===== config.mk =====
export PLATFORM = sky130hd
export DESIGN_NAME = wav_header_chunk_parser
export DESIGN_NICKNAME = d
export VERILOG_FILES = /design/src/rtl/core/wavhdr_pkg.sv /design/src/rtl/core/wav_header_chunk_parser.sv
export SDC_FILE = /design/constraint.sdc
export NUM_CORES = 2
export LEC_CHECK = 0
export BUFFER_PORTS_ARGS = -buffer_cell sky130_fd_sc_hd__buf_2
export CAP_MARGIN = 0
export CORE_MARGIN = 1.5
export CORE_UTILIZATION = 63
export DETAILED_ROUTE_END_ITERATION = 16
export PLACE_DENSITY = 0.82
export REMOVE_ABC_BUFFERS = 1
export SLEW_MARGIN = 20
export SYNTH_ARGS = -nofsm -noshare
export SYNTH_HDL_FRONTEND = slang
export SYNTH_SLANG_ARGS = --single-unit

===== constraint.sdc =====
create_clock -name clk -period 9.2 [get_ports clk]
set_clock_uncertainty 0.15 [all_clocks]
set_input_delay 1.38 -clock clk [delete_from_list [all_inputs] [get_ports clk]]
set_output_delay 1.38 -clock clk [all_outputs]
set_load 0.1 [all_outputs]

===== src/rtl/core/wavhdr_pkg.sv =====
// ----------------------------------------------------------------------------
// wavhdr_pkg
// shared tags, status codes, result layout and helpers for the wav header parser
// ----------------------------------------------------------------------------
package wavhdr_pkg;

  localparam logic [31:0] TAG_RIFF = 32'h5249_4646;
  localparam logic [31:0] TAG_WAVE = 32'h5741_5645;
  localparam logic [31:0] TAG_FMT  = 32'h666D_7420;
  localparam logic [31:0] TAG_DATA = 32'h6461_7461;

  localparam logic [15:0] FMT_PCM   = 16'd1;
  localparam logic [15:0] FMT_FLOAT = 16'd3;

  localparam logic [32:0] FMT_MIN_SIZE = 33'd16;

  localparam logic [2:0] ST_OK          = 3'd0;
  localparam logic [2:0] ST_BAD_HEADER  = 3'd1;
  localparam logic [2:0] ST_FMT_SMALL   = 3'd2;
  localparam logic [2:0] ST_FMT_TRUNC   = 3'd3;
  localparam logic [2:0] ST_MISSING     = 3'd4;
  localparam logic [2:0] ST_UNSUPPORTED = 3'd5;
  localparam logic [2:0] ST_ZERO_FRAME  = 3'd6;

  localparam int OFFSET_BITS = 36;
  localparam int BPF_BITS    = 29;
  localparam int DIV_STEPS   = 32;
  localparam int DIV_CNT_BITS = $clog2(DIV_STEPS);

  // fields from the lowest bit up: status first
  typedef struct packed {
    logic                   pad;
    logic [31:0]            frame_count;
    logic [OFFSET_BITS-1:0] data_offset;
    logic [31:0]            data_bytes;
    logic [15:0]            bits_per_sample;
    logic [31:0]            sample_rate;
    logic [15:0]            channel_count;
    logic [15:0]            audio_format;
    logic [2:0]             status;
  } result_t;

  // little-endian size field sits byte-reversed in the header shifter
  function automatic logic [31:0] swap32(input logic [31:0] w);
    return {w[7:0], w[15:8], w[23:16], w[31:24]};
  endfunction

endpackage


===== src/rtl/core/wav_header_chunk_parser.sv =====
// ----------------------------------------------------------------------------
// wav_header_chunk_parser
// streams a riff/wave file, captures the fmt and data chunk fields, reports them
// ----------------------------------------------------------------------------
// Input channel s_axis: one file byte per item in tdata, tlast on the final byte.
// Bytes are taken one per cycle while the block is parsing; the chunk walk,
// field capture and offset count all update in the same cycle as the byte.
// On the item with tlast the fields are checked and one result item leaves on
// m_axis. When the status is ok, the multiply state builds the frame size on a single
// 16x13 multiplier and a shared restoring divider then works out data size /
// frame size, so the result is valid once the divide state is done; an error
// status is valid on the cycle after the last byte.
// s_axis_tready stays low from the last byte until the result item is taken,
// so a stalled receiver holds the result and stops the next file.
// Reset clears the parse state and the control state; no result is pending.
// The parse state also returns to its reset values at every final byte.
// ----------------------------------------------------------------------------
module wav_header_chunk_parser #(
  parameter int POSITION_BITS = 36
) (
  input  logic         clk,
  input  logic         rst,
  input  logic         s_axis_tvalid,
  output logic         s_axis_tready,
  input  logic [7:0]   s_axis_tdata,   // file_byte
  input  logic         s_axis_tlast,   // end_of_file
  output logic         m_axis_tvalid,
  input  logic         m_axis_tready,
  output logic [183:0] m_axis_tdata    // status, audio_format, channel_count,
                                       // sample_rate, bits_per_sample, data_bytes,
                                       // data_offset, frame_count, zero pad
);

  localparam logic [2:0] PH_HEADER = 3'd0;
  localparam logic [2:0] PH_CHUNK  = 3'd1;
  localparam logic [2:0] PH_FMT    = 3'd2;
  localparam logic [2:0] PH_SKIP   = 3'd3;
  localparam logic [2:0] PH_DEAD   = 3'd4;

  localparam logic [1:0] CTL_RUN = 2'd0;
  localparam logic [1:0] CTL_MUL = 2'd1;
  localparam logic [1:0] CTL_DIV = 2'd2;
  localparam logic [1:0] CTL_OUT = 2'd3;

  localparam logic [32:0] LEFT_FILE_HDR  = 33'd12;
  localparam logic [32:0] LEFT_CHUNK_HDR = 33'd8;

  localparam int OB = wavhdr_pkg::OFFSET_BITS;
  localparam int CB = wavhdr_pkg::DIV_CNT_BITS;

  // parse state
  logic [POSITION_BITS-1:0] byte_position, byte_position_next;
  logic [2:0]               parse_phase, parse_phase_next;
  logic [63:0]              header_shift, header_shift_next;
  logic [32:0]              bytes_left, bytes_left_next;
  logic [2:0]               latched_error, latched_error_next;
  logic [15:0]              format_tag, format_tag_next;
  logic [15:0]              channels, channels_next;
  logic [31:0]              rate, rate_next;
  logic [15:0]              depth, depth_next;
  logic [31:0]              data_size, data_size_next;
  logic [OB-1:0]            data_start, data_start_next;
  logic [1:0]               found_flags, found_flags_next;

  // control and shared divider
  logic [1:0]                          ctl;
  logic [CB-1:0]                       div_cnt;
  logic [wavhdr_pkg::BPF_BITS-1:0]     bpf;
  logic [31:0]                         rem;
  wavhdr_pkg::result_t                 result;

  logic        accept;
  logic        last_accept;
  logic [63:0] shift_in;
  logic [32:0] left_dec;
  logic [31:0] chunk_id;
  logic [31:0] chunk_size;
  logic [32:0] chunk_span;
  logic [31:0] fmt_size;
  logic [32:0] fmt_idx;
  logic [2:0]  final_status;
  logic [31:0] rem_sh;
  logic [32:0] trial;

  assign s_axis_tready = (ctl == CTL_RUN);
  assign m_axis_tvalid = (ctl == CTL_OUT);
  assign m_axis_tdata  = result;
  assign accept        = s_axis_tvalid && s_axis_tready;
  assign last_accept   = accept && s_axis_tlast;

  assign shift_in   = {header_shift[55:0], s_axis_tdata};
  assign left_dec   = bytes_left - 33'd1;
  assign chunk_id   = shift_in[63:32];
  assign chunk_size = wavhdr_pkg::swap32(shift_in[31:0]);
  assign chunk_span = {1'b0, chunk_size} + {32'd0, chunk_size[0]};
  assign fmt_size   = wavhdr_pkg::swap32(header_shift[31:0]);
  assign fmt_idx    = {1'b0, fmt_size} - bytes_left;

  always_comb begin
    byte_position_next = byte_position;
    parse_phase_next   = parse_phase;
    header_shift_next  = header_shift;
    bytes_left_next    = bytes_left;
    latched_error_next = latched_error;
    format_tag_next    = format_tag;
    channels_next      = channels;
    rate_next          = rate;
    depth_next         = depth;
    data_size_next     = data_size;
    data_start_next    = data_start;
    found_flags_next   = found_flags;

    if (byte_position != '1) begin
      byte_position_next = byte_position + POSITION_BITS'(1);
    end

    unique case (parse_phase)
      PH_HEADER: begin
        header_shift_next = shift_in;
        bytes_left_next   = left_dec;
        if (left_dec == LEFT_CHUNK_HDR && shift_in[31:0] != wavhdr_pkg::TAG_RIFF) begin
          latched_error_next = wavhdr_pkg::ST_BAD_HEADER;
          parse_phase_next   = PH_DEAD;
        end else if (left_dec == 33'd0) begin
          if (shift_in[31:0] != wavhdr_pkg::TAG_WAVE) begin
            latched_error_next = wavhdr_pkg::ST_BAD_HEADER;
            parse_phase_next   = PH_DEAD;
          end else begin
            parse_phase_next = PH_CHUNK;
            bytes_left_next  = LEFT_CHUNK_HDR;
          end
        end
      end
      PH_CHUNK: begin
        header_shift_next = shift_in;
        bytes_left_next   = left_dec;
        if (left_dec == 33'd0) begin
          if (chunk_id == wavhdr_pkg::TAG_FMT) begin
            if ({1'b0, chunk_size} < wavhdr_pkg::FMT_MIN_SIZE) begin
              latched_error_next = wavhdr_pkg::ST_FMT_SMALL;
              parse_phase_next   = PH_DEAD;
            end else begin
              parse_phase_next = PH_FMT;
              bytes_left_next  = {1'b0, chunk_size};
            end
          end else begin
            if (chunk_id == wavhdr_pkg::TAG_DATA) begin
              data_size_next   = chunk_size;
              data_start_next  = OB'(byte_position_next);
              found_flags_next = found_flags | 2'b10;
            end
            // zero-size chunk: the next header follows at once
            if (chunk_span == 33'd0) begin
              parse_phase_next = PH_CHUNK;
              bytes_left_next  = LEFT_CHUNK_HDR;
            end else begin
              parse_phase_next = PH_SKIP;
              bytes_left_next  = chunk_span;
            end
          end
        end
      end
      PH_FMT: begin
        if (fmt_idx < 33'd2) begin
          format_tag_next[{fmt_idx[0], 3'b000} +: 8] = s_axis_tdata;
        end else if (fmt_idx < 33'd4) begin
          channels_next[{fmt_idx[0], 3'b000} +: 8] = s_axis_tdata;
        end else if (fmt_idx < 33'd8) begin
          rate_next[{fmt_idx[1:0], 3'b000} +: 8] = s_axis_tdata;
        end else if (fmt_idx == 33'd14 || fmt_idx == 33'd15) begin
          depth_next[{fmt_idx[0], 3'b000} +: 8] = s_axis_tdata;
        end
        bytes_left_next = left_dec;
        if (left_dec == 33'd0) begin
          found_flags_next = found_flags | 2'b01;
          if (fmt_size[0]) begin
            parse_phase_next = PH_SKIP;
            bytes_left_next  = 33'd1;
          end else begin
            parse_phase_next = PH_CHUNK;
            bytes_left_next  = LEFT_CHUNK_HDR;
          end
        end
      end
      PH_SKIP: begin
        bytes_left_next = left_dec;
        if (left_dec == 33'd0) begin
          parse_phase_next = PH_CHUNK;
          bytes_left_next  = LEFT_CHUNK_HDR;
        end
      end
      default: begin
      end
    endcase
  end

  // checks on the state as it stands after the final byte
  always_comb begin
    final_status = latched_error_next;
    if (final_status == wavhdr_pkg::ST_OK) begin
      if (parse_phase_next == PH_HEADER) begin
        final_status = wavhdr_pkg::ST_BAD_HEADER;
      end else if (parse_phase_next == PH_FMT) begin
        final_status = wavhdr_pkg::ST_FMT_TRUNC;
      end else if (found_flags_next != 2'b11 || channels_next == 16'd0 ||
                   rate_next == 32'd0 || depth_next == 16'd0) begin
        final_status = wavhdr_pkg::ST_MISSING;
      end else if (format_tag_next != wavhdr_pkg::FMT_PCM &&
                   format_tag_next != wavhdr_pkg::FMT_FLOAT) begin
        final_status = wavhdr_pkg::ST_UNSUPPORTED;
      end else if (depth_next[15:3] == 13'd0) begin
        final_status = wavhdr_pkg::ST_ZERO_FRAME;
      end
    end
  end

  always_ff @(posedge clk) begin
    if (rst || last_accept) begin
      byte_position <= '0;
      parse_phase   <= PH_HEADER;
      header_shift  <= 64'd0;
      bytes_left    <= LEFT_FILE_HDR;
      latched_error <= wavhdr_pkg::ST_OK;
      format_tag    <= 16'd0;
      channels      <= 16'd0;
      rate          <= 32'd0;
      depth         <= 16'd0;
      data_size     <= 32'd0;
      data_start    <= '0;
      found_flags   <= 2'b00;
    end else if (accept) begin
      byte_position <= byte_position_next;
      parse_phase   <= parse_phase_next;
      header_shift  <= header_shift_next;
      bytes_left    <= bytes_left_next;
      latched_error <= latched_error_next;
      format_tag    <= format_tag_next;
      channels      <= channels_next;
      rate          <= rate_next;
      depth         <= depth_next;
      data_size     <= data_size_next;
      data_start    <= data_start_next;
      found_flags   <= found_flags_next;
    end
  end

  always_ff @(posedge clk) begin
    if (rst) begin
      ctl <= CTL_RUN;
    end else begin
      unique case (ctl)
        CTL_RUN: begin
          if (last_accept) begin
            ctl <= (final_status == wavhdr_pkg::ST_OK) ? CTL_MUL : CTL_OUT;
          end
        end
        CTL_MUL: begin
          ctl <= CTL_DIV;
        end
        CTL_DIV: begin
          if (div_cnt == CB'(wavhdr_pkg::DIV_STEPS - 1)) begin
            ctl <= CTL_OUT;
          end
        end
        CTL_OUT: begin
          if (m_axis_tready) begin
            ctl <= CTL_RUN;
          end
        end
        default: begin
          ctl <= CTL_RUN;
        end
      endcase
    end
  end

  // restoring divider: quotient shifts in through frame_count
  assign rem_sh = {rem[30:0], result.frame_count[31]};
  assign trial  = {1'b0, rem_sh} - {4'd0, bpf};

  always_ff @(posedge clk) begin
    case (ctl)
      CTL_RUN: begin
        if (last_accept) begin
          result.pad             <= 1'b0;
          result.status          <= final_status;
          result.audio_format    <= format_tag_next;
          result.channel_count   <= channels_next;
          result.sample_rate     <= rate_next;
          result.bits_per_sample <= depth_next;
          result.data_bytes      <= data_size_next;
          result.data_offset     <= data_start_next;
          result.frame_count     <= 32'd0;
        end
      end
      CTL_MUL: begin
        bpf                <= {13'd0, result.channel_count} *
                              {16'd0, result.bits_per_sample[15:3]};
        rem                <= 32'd0;
        result.frame_count <= result.data_bytes;
        div_cnt            <= '0;
      end
      CTL_DIV: begin
        if (!trial[32]) begin
          rem                <= trial[31:0];
          result.frame_count <= {result.frame_count[30:0], 1'b1};
        end else begin
          rem                <= rem_sh;
          result.frame_count <= {result.frame_count[30:0], 1'b0};
        end
        div_cnt <= div_cnt + CB'(1);
      end
      default: begin
      end
    endcase
  end

`ifndef ASSERT_OFF
  a_one_side_busy: assert property (@(posedge clk) disable iff (rst)
    !(s_axis_tready && m_axis_tvalid))
    else $error("input ready while a result is pending");

  a_divisor_nonzero: assert property (@(posedge clk) disable iff (rst)
    (ctl == CTL_DIV) |-> (bpf != '0))
    else $error("divider running with zero frame size");

  a_error_no_frames: assert property (@(posedge clk) disable iff (rst)
    (m_axis_tvalid && result.status != wavhdr_pkg::ST_OK) |-> (result.frame_count == 32'd0))
    else $error("frame count reported with error status");

  a_header_no_error: assert property (@(posedge clk) disable iff (rst)
    (parse_phase == PH_HEADER) |-> (latched_error == wavhdr_pkg::ST_OK))
    else $error("error latched while still in the file header");
`endif

endmodule

==> out/qor.yml <==
crit_arrival_ps: 7530
yosysWarnings: 0
synth_top_cells_by_area: "edfxtp_1 21%, dfxtp_1 16%, fa_1 9.0%"
cts_htree_levels: 2
seqCellArea_sq_um: 13100
dieArea_sq_um: 56600
slowest_stage: "edfxtp_1"
place_area_sq_um: 36000
yosys-top-cells-count: "674 x nand2_1, 283 x dfxtp_1, 276 x a21oi_1"
p_leak_nw: 15.5
setup_viol: 0
grt_pass1_wl_mm: 148
numCtsBuffers: 56
timing.final.crit_share_pct: 79.5
min_path_cells: 2
hold_buffers: 0
clkLatencyLatePin_ps: 640
yosysMostFrequentCell: "nand2_1"
worstHoldPathType: "reg -> reg"
wl_per_cell_um: 19.8
finalNetCount: 4276
vias_per_cell: 6.18
synth_area_leader_cell: "edfxtp_1"
stdcell_count: 4701
dp.cells: 4594
tightestPinTransition_ps: 1150
highest_layer: "met5"
fmax_ghz: 0.137
synth_cells: 3905
dr.first_iter.drc_count: 2703
globalplace.congestion: 0.961
met3_length_mm: 7.05
routed-wl-met2_mm: 44.5
multi_input_area_sq_um: 19800
drv_slew: 0
path_class: "reg -> reg"
core_area_sq_um: 54100
grt_util_all_layers_pct: 32.8
wl_met1_mm: 37.3
cp-end-kind: "flip-flop"
dr_total_vias: 29031
power_density_nw_per_um2: 370
ant_nets: 0
cp_top_family: "compound AO/OA/AOI/OAI gates"
io_buffers: 197
synth-seq-area-share_pct: 37.7
cts_tree: "built"
finalCriticalPeriod_ps: 7320
critPathBufInv: 3
syn_area_per_cell_sq_um: 8.90
drtPass1Iterations: 6
drc_errors: 0
dp_hpwl_mm: 64.5
routed_wl_mm: 93.3
synth_cell_types: 94
final_cell_area_sq_um: 37900
synth_edf_count: 248
fp.dieW_um: 238
clk_pin_slew_ps: 60
slew_headroom_pct: 23.0
root_buffer: "clkbuf_16"
whs_endpoint: "data_size[7]"
row_count: 85
timing.rr.end: "bpf[28]"
rsz0062_at_grt: "false"
drv_cap: 0
hold_violations: 0
antenna_found_initial: 4
post_cts_buffers: 0
nFillCells: 4106
grt-ovfl-total: 0
initial_core_util_pct: 64.2
path_depth: 25
critPathMaxFanout: 17
reg2regPathDepth: 25
synth_top_area_share_pct: 21.4
rrSetupSlack_ps: 1880
startpoint_type: "flip-flop"
max_stage_delay_ps: 710
synthesis.area_sq_um: 34700
grt_pass1_vias: 27504
clock-sinks: 531
ios: 199
fin_setup_tns_ps: 0
min_from: "data_size[7]"
ir_drop_v: 0.000594
area_growth_syn_to_layout_pct: 9.19
clock_path_buffers: 3
status: "completed"
drive_above_1_share_pct: 11.6
die_y_um: 238
synth_seq_cells: 531
critical_path_required_ps: 9410
async_flop_share_pct: 0
synth_flop_cell: "dfxtp_1"
ctsResizeCount: 0
grt_max_degree: 106
r2r_start: "m_axis_tdata[73]"
how the worst max path moves through the flow:
stage	slack [ps]	startpoint	end
after CTS	1940	m_axis_tdata[73]	bpf[28]
after global placement	2260	m_axis_tdata[73]	bpf[28]
after floorplan	820	ctl[0]	channels[11]
after global routing	1410	m_axis_tdata[73]	bpf[28]
after detailed placement	2130	m_axis_tdata[73]	bpf[28]
final	1880	m_axis_tdata[73]	bpf[28]
sequential cells by signal, summed over array words and instances, names as in the netlist:
register,cells
rate,32
byte_position,36
found_flags,2
parse_phase,3
header_shift,56
channels,16
data_size,32
div_cnt,5
format_tag,16
m_axis_tdata,183
data_start,36
rem,31
bytes_left,33
ctl,2
bpf,29
latched_error,3
depth,16
per-layer routing:
layer  GRT usage, %  vias up
li1               -    13586
met1           43.3    14007
met2           53.3     1179
met3           4.96      255
met4           15.1        4
met5              0        -
tightest hold or removal path, cell delays in order, from the launching register on:
cell and delay, ps:
dfxtp_1 300, nand2_1 50, a21oi_1 50
cell usage in the layout (no fill, tap or decap), types with 34 or more instances in the layout:
master / count
nand2_1: 672
dfxtp_1: 283
a21oi_1: 275
inv_1: 259
edfxtp_1: 248
nor2_1: 236
buf_2: 197
o21ai_0: 167
fa_1: 156
ha_1: 148
and2_1: 98
nor3_1: 86
xnor2_1: 85
nand3_1: 84
mux2_2: 83
xor2_1: 59
nor2b_1: 58
clkbuf_16: 58
a211oi_1: 52
nand4_1: 45
nand2b_1: 45
and3_1: 43
nor4_1: 38
buf_4: 38
or3_1: 36
o211a_1: 36
a22oi_1: 34
logic make-up after synthesis:
| kind of cell | count (synthesis) | share of synthesized area (%) |
|---|---|---|
| mux | 114 | 3.59 |
| flops | 531 | 37.7 |
| compound gates | 778 | 14.2 |
| buf+inv | 502 | 5.51 |
| fa+ha+maj | 307 | 14.4 |
| other cells | 1 | 0.0108 |
| simple gates | 1528 | 20.8 |
| xor+xnor | 144 | 3.63 |
power by group:
group | switching [mW] | internal [mW] | leakage [nW]
logic | 5.18 | 2.97 | 9.86
registers | 0.321 | 3.22 | 4.67
clock network | 0.997 | 1.35 | 0.929
layout make-up:
| cell class | instances | area share (%) |
|---|---|---|
| Clock inverter | 31 | 0.917 |
| Multi-Input combinational cell | 2872 | 52.2 |
| Clock buffer | 75 | 4.13 |
| Tap cell | 696 | 2.30 |
| Inverter | 260 | 2.59 |
| Timing Repair Buffer | 235 | 3.35 |
| Antenna cell | 1 | 0.00660 |
| Sequential cell | 531 | 34.6 |
metrics by stage:
| stage | worst slack (ps) | total power [mW] | hold slack (ps) | utilization [%] |
|---|---|---|---|---|
| after floorplan | 825 | 9.95 | 270 | - |
| after global placement | 2260 | 11.5 | 284 | 66.5 |
| after detailed placement | 2130 | 11.6 | 292 | 66.5 |
| after CTS | 1940 | 14.0 | 301 | 70.1 |
| after global routing | 1410 | 15.0 | 315 | 70.1 |
| final | 1880 | 14.0 | 299 | 70.1 |
(Power assumes the default switching activity.)
